--- config.mk ---
export PLATFORM = sky130hd
export DESIGN_NAME = iprl_ctrl
export DESIGN_NICKNAME = d
export VERILOG_FILES = /design/src/rtl/iprl_pkg.sv /design/src/rtl/iprl_ctrl.sv
export SDC_FILE = /design/constraint.sdc
export NUM_CORES = 1
export LEC_CHECK = 0
export BUFFER_PORTS_ARGS = -buffer_cell sky130_fd_sc_hd__buf_2
export CAP_MARGIN = 25
export CORE_MARGIN = 2
export CORE_UTILIZATION = 35
export CTS_BUF_LIST = sky130_fd_sc_hd__clkbuf_8
export DETAILED_ROUTE_END_ITERATION = 8
export PLACE_DENSITY_LB_ADDON = 0.15
export SLEW_MARGIN = 0
export SYNTH_ARGS = -nofsm -noshare
export SYNTH_HDL_FRONTEND = slang
export SYNTH_SLANG_ARGS = --single-unit
--- constraint.sdc ---
create_clock -name i_clk -period 2.55 [get_ports i_clk]
set_input_delay 0.765 -clock i_clk [delete_from_list [all_inputs] [get_ports i_clk]]
set_output_delay 0.765 -clock i_clk [all_outputs]
set_load 0.005 [all_outputs]
--- src/rtl/iprl_pkg.sv ---
// Shared types and constants for the address range location table.
package iprl_pkg;

    localparam logic [1:0] OP_LOAD   = 2'd0;
    localparam logic [1:0] OP_LOOKUP = 2'd1;
    localparam logic [1:0] OP_CLEAR  = 2'd2;

    typedef struct packed {
        logic [31:0] low;
        logic [31:0] high;
        logic [31:0] location;
    } t_entry;

    typedef struct packed {
        logic start;
        logic search_step;
        logic shift_rd;
        logic shift_wr;
        logic write_new;
        logic overwrite;
        logic count_inc;
        logic lookup_done;
        logic clear_ctrs;
        logic rd_pos;
    } t_cmd;

    typedef struct packed {
        logic search_busy;
        logic shift_busy;
        logic pos_valid;
        logic dup;
        logic full;
    } t_status;

endpackage

--- src/rtl/iprl_ctrl.sv ---
// Controller state machine sequencing search, insert, lookup and output.
module iprl_ctrl (
    input  logic                 i_clk,
    input  logic                 i_rst_n,
    input  logic                 i_in_valid,
    output logic                 o_in_ready,
    input  logic [1:0]           i_opcode,
    input  iprl_pkg::t_status    i_status,
    output iprl_pkg::t_cmd       o_cmd,
    output logic                 o_res_load,
    output logic                 o_status_full,
    input  logic                 i_res_free
);

    localparam logic [3:0] S_IDLE   = 4'd0;
    localparam logic [3:0] S_SEARCH = 4'd1;
    localparam logic [3:0] S_RDPOS  = 4'd2;
    localparam logic [3:0] S_WAIT   = 4'd3;
    localparam logic [3:0] S_DECIDE = 4'd4;
    localparam logic [3:0] S_SHRD   = 4'd5;
    localparam logic [3:0] S_SHWR   = 4'd6;
    localparam logic [3:0] S_WRITE  = 4'd7;
    localparam logic [3:0] S_RESULT = 4'd8;

    logic [3:0] r_state, n_state;
    logic [1:0] r_op, n_op;
    logic       r_full, n_full;

    always_comb begin
        n_state       = r_state;
        n_op          = r_op;
        n_full        = r_full;
        o_cmd         = '0;
        o_in_ready    = 1'b0;
        o_res_load    = 1'b0;
        case (r_state)
            S_IDLE: begin
                o_in_ready = 1'b1;
                if (i_in_valid) begin
                    o_cmd.start = 1'b1;
                    n_op   = i_opcode;
                    n_full = 1'b0;
                    if (i_opcode inside {iprl_pkg::OP_LOAD, iprl_pkg::OP_LOOKUP}) begin
                        n_state = S_SEARCH;
                    end else begin
                        n_state = S_RESULT;
                    end
                end
            end
            S_SEARCH: begin
                o_cmd.search_step = 1'b1;
                if (!i_status.search_busy) begin
                    n_state = S_RDPOS;
                end
            end
            S_RDPOS: begin
                o_cmd.rd_pos = 1'b1;
                n_state = S_WAIT;
            end
            S_WAIT: begin
                n_state = S_DECIDE;
            end
            S_DECIDE: begin
                if (r_op == iprl_pkg::OP_LOOKUP) begin
                    o_cmd.lookup_done = 1'b1;
                    n_state = S_RESULT;
                end else if (i_status.dup) begin
                    o_cmd.overwrite = 1'b1;
                    n_state = S_RESULT;
                end else if (i_status.full) begin
                    n_full  = 1'b1;
                    n_state = S_RESULT;
                end else if (i_status.shift_busy) begin
                    n_state = S_SHRD;
                end else begin
                    n_state = S_WRITE;
                end
            end
            S_SHRD: begin
                o_cmd.shift_rd = 1'b1;
                n_state = S_SHWR;
            end
            S_SHWR: begin
                o_cmd.shift_wr = 1'b1;
                n_state = S_WRITE;
            end
            S_WRITE: begin
                if (!i_status.shift_busy) begin
                    o_cmd.write_new = 1'b1;
                    o_cmd.count_inc = 1'b1;
                    n_state = S_RESULT;
                end else begin
                    n_state = S_SHRD;
                end
            end
            S_RESULT: begin
                if (i_res_free) begin
                    o_res_load = 1'b1;
                    if (r_op == iprl_pkg::OP_CLEAR) begin
                        o_cmd.clear_ctrs = 1'b1;
                    end
                    n_state = S_IDLE;
                end
            end
            default: begin
                n_state = S_IDLE;
            end
        endcase
    end

    assign o_status_full = r_full;

    always_ff @(posedge i_clk) begin
        if (!i_rst_n) begin
            r_state <= S_IDLE;
            r_op    <= '0;
            r_full  <= 1'b0;
        end else begin
            r_state <= n_state;
            r_op    <= n_op;
            r_full  <= n_full;
        end
    end

endmodule

==> out/results.ini <==
[placement]
dp.cells=99
portBuffers=22
post-place-ws_ns=0.485
place_congestion=0.743

[run_status]
status=finished clean

[routing]
viasPerCell=5.27
drtIter0Drc=5
avgRoutedWirePerCell_um=12.0
antenna_left=0
route.detailed.drc=0
vias=543
routed_wl_um=1240
firstDrtPassIters=4

[timing]
hold_slack_ns=0.515
timing.final.ws_setup_ns=0.315
clock_skew_ns=0.00169
fin_crit_sh_pct=87.6
maxSlewHeadroom_pct=62.2
report.final.slew_viol_count=0
worst_slew_pin_slew_ns=0.566
tns_ns=0
rsz0062_at_grt=false
post-route-min-period_ns=2.23
setup_violations=0
fmax_mhz=448
hold_viol=0

[floorplanning]
die_x_um=42.8
rows=14
io_pins=24
die_h_um=42.8
initial_utilization_pct=36.3
die-area_um2=1840
core_region_area_um2=1450

[logic_synthesis]
synth_nets=75
synth_top_family_by_area=simple AND/OR/NAND/NOR gates
synth-simple-area-share_pct=41.0
synth_compound_area_share_pct=17.8
ys_seq_area_share_pct=26.5
synth-adder-area-share_pct=0
ys_types=30
synth-xor-area-share_pct=1.66
muxShareOfSynthArea_pct=3.79
async_flop_share_pct=0
synth_cells=64
syn_area_um2=528
ys.flop_type=dfxtp_1
synth_edf_count=0
synth_area_per_cell_um2=8.25
ys_warn_count=0
ys_seq_elements=7

[power_and_ir_drop]
p_per_area_nw_per_um2=537
vdd_drop_max_uv=249
leakagePower_nw=0.311

[final_layout]
area_growth_pct=27.5
antenna_cells=0
drive_gt1_share_pct=35.6
fin_cells=103
final_cell_mix=22 x buf_2, 7 x dfxtp_1, 5 x nor2_1
final_common_cell=buf_2
nNetsFinal=99

[setup_path]
crit_path_end_kind=primary output
critPathMaxFanout=16
cp-start-kind=register
arrival_ns=1.47
critPathKind=reg2out
r2r_slack_ns=1.14
cp.required_ns=1.79

[cts]
clock_path_buffers=2
h-tree-depth=1
cts_resized=0
cts_tree=done
cts.reportedPaths.clkPinSlew_ns=0.04
clock-root-buffer=clkbuf_8
clock-sinks=7
numCtsBuffers=3
hold_buffers=0
clk_latency_ns=0.22
cts_setup_buffers=0

[grt]
grt_pass1_vias=450
grt_pass1_wl_um=1930
grt_overflow=0
groute.usage.overall_pct=13.7
grt_max_degree=17
antenna_found_initial=0

[job]
drv_cap=0

[hold_path]
hp-class=reg2reg

## metrics by stage
step	instance area, um2	total power, mW	util, %
5_1_grt	673	0.384	46.3
6_report	673	0.362	46.3
4_1_cts	673	0.364	46.3
3_5_place_dp	628	0.209	43.2
2_1_floorplan	528	0.185	-
3_3_place_gp	628	0.209	43.2
## flip-flops by register name (all words and copies together) (netlist names)
signal / cells
o_status_full: 1
r_op: 2
r_state: 4
## area by class of cell
class | count | area [um2]
fill | 163 | 781
clock buffer | 3 | 41.3
inverter | 3 | 11.3
tap | 16 | 20.0
multi-input combinational | 50 | 339
clock inverter | 1 | 3.75
sequential | 7 | 140
timing repair buffer | 23 | 118
## Yosys cell counts (2+ instances only)
cell type / n / area [um2]
nor3_1: 3 / 15.0
nor2b_1: 4 / 25.0
buf_4: 2 / 15.0
nor2_1: 5 / 18.8
dfxtp_1: 7 / 140
nand2_1: 3 / 11.3
nor3_2: 2 / 20.0
and3b_1: 2 / 17.5
mux2i_1: 2 / 20.0
a21oi_1: 4 / 20.0
o21ai_0: 3 / 15.0
and2_1: 2 / 12.5
nand3b_1: 2 / 15.0
nor4_1: 2 / 12.5
o21ai_1: 2 / 10.0
nand2b_1: 2 / 12.5
inv_1: 3 / 11.3
buf_6: 2 / 22.5
## metal layers
metal	GRT usage (%)	vias to the layer above	routed length (um)
li1	-	277	-
met1	19.1	244	614
met2	20.3	22	546
met3	4.26	0	76
met4	3.75	0	0
met5	0	-	0
## where the power goes
| group | total [mW] | internal [mW] | switching [mW] |
|---|---|---|---|
| clock network | 0.155 | 0.104 | 0.0508 |
| registers | 0.135 | 0.117 | 0.0177 |
| logic | 0.0714 | 0.0372 | 0.0342 |
## cells by family (layout without fill, tap and decap cells)
family | after synthesis | count (layout)
AND/OR/NAND/NOR | 32 | 32
AO/OA/AOI/OAI | 15 | 15
flip-flops | 7 | 7
buffers and inverters | 7 | 30
multiplexers | 2 | 2
XOR/XNOR | 1 | 1
## path summary, 6_finish.rpt
kind,to,startpoint,cells after the start
setup / recovery,o_cmd[1],r_state[0]$_SDFFE_PN0P_,4
hold / removal,o_status_full$_SDFFE_PN0P_,o_status_full$_SDFFE_PN0P_,2
setup reg to reg,r_state[0]$_SDFFE_PN0P_,r_state[0]$_SDFFE_PN0P_,4
hold reg to reg,o_status_full$_SDFFE_PN0P_,o_status_full$_SDFFE_PN0P_,2
## worst max-delay path: stages, from the launching register on
cell and delay, ns:
dfxtp_1 0.67, nor4b_2 0.10, and2_1 0.19, and3b_1 0.16, buf_2 0.12
No activity file was read; power rests on OpenSTA's default activity.
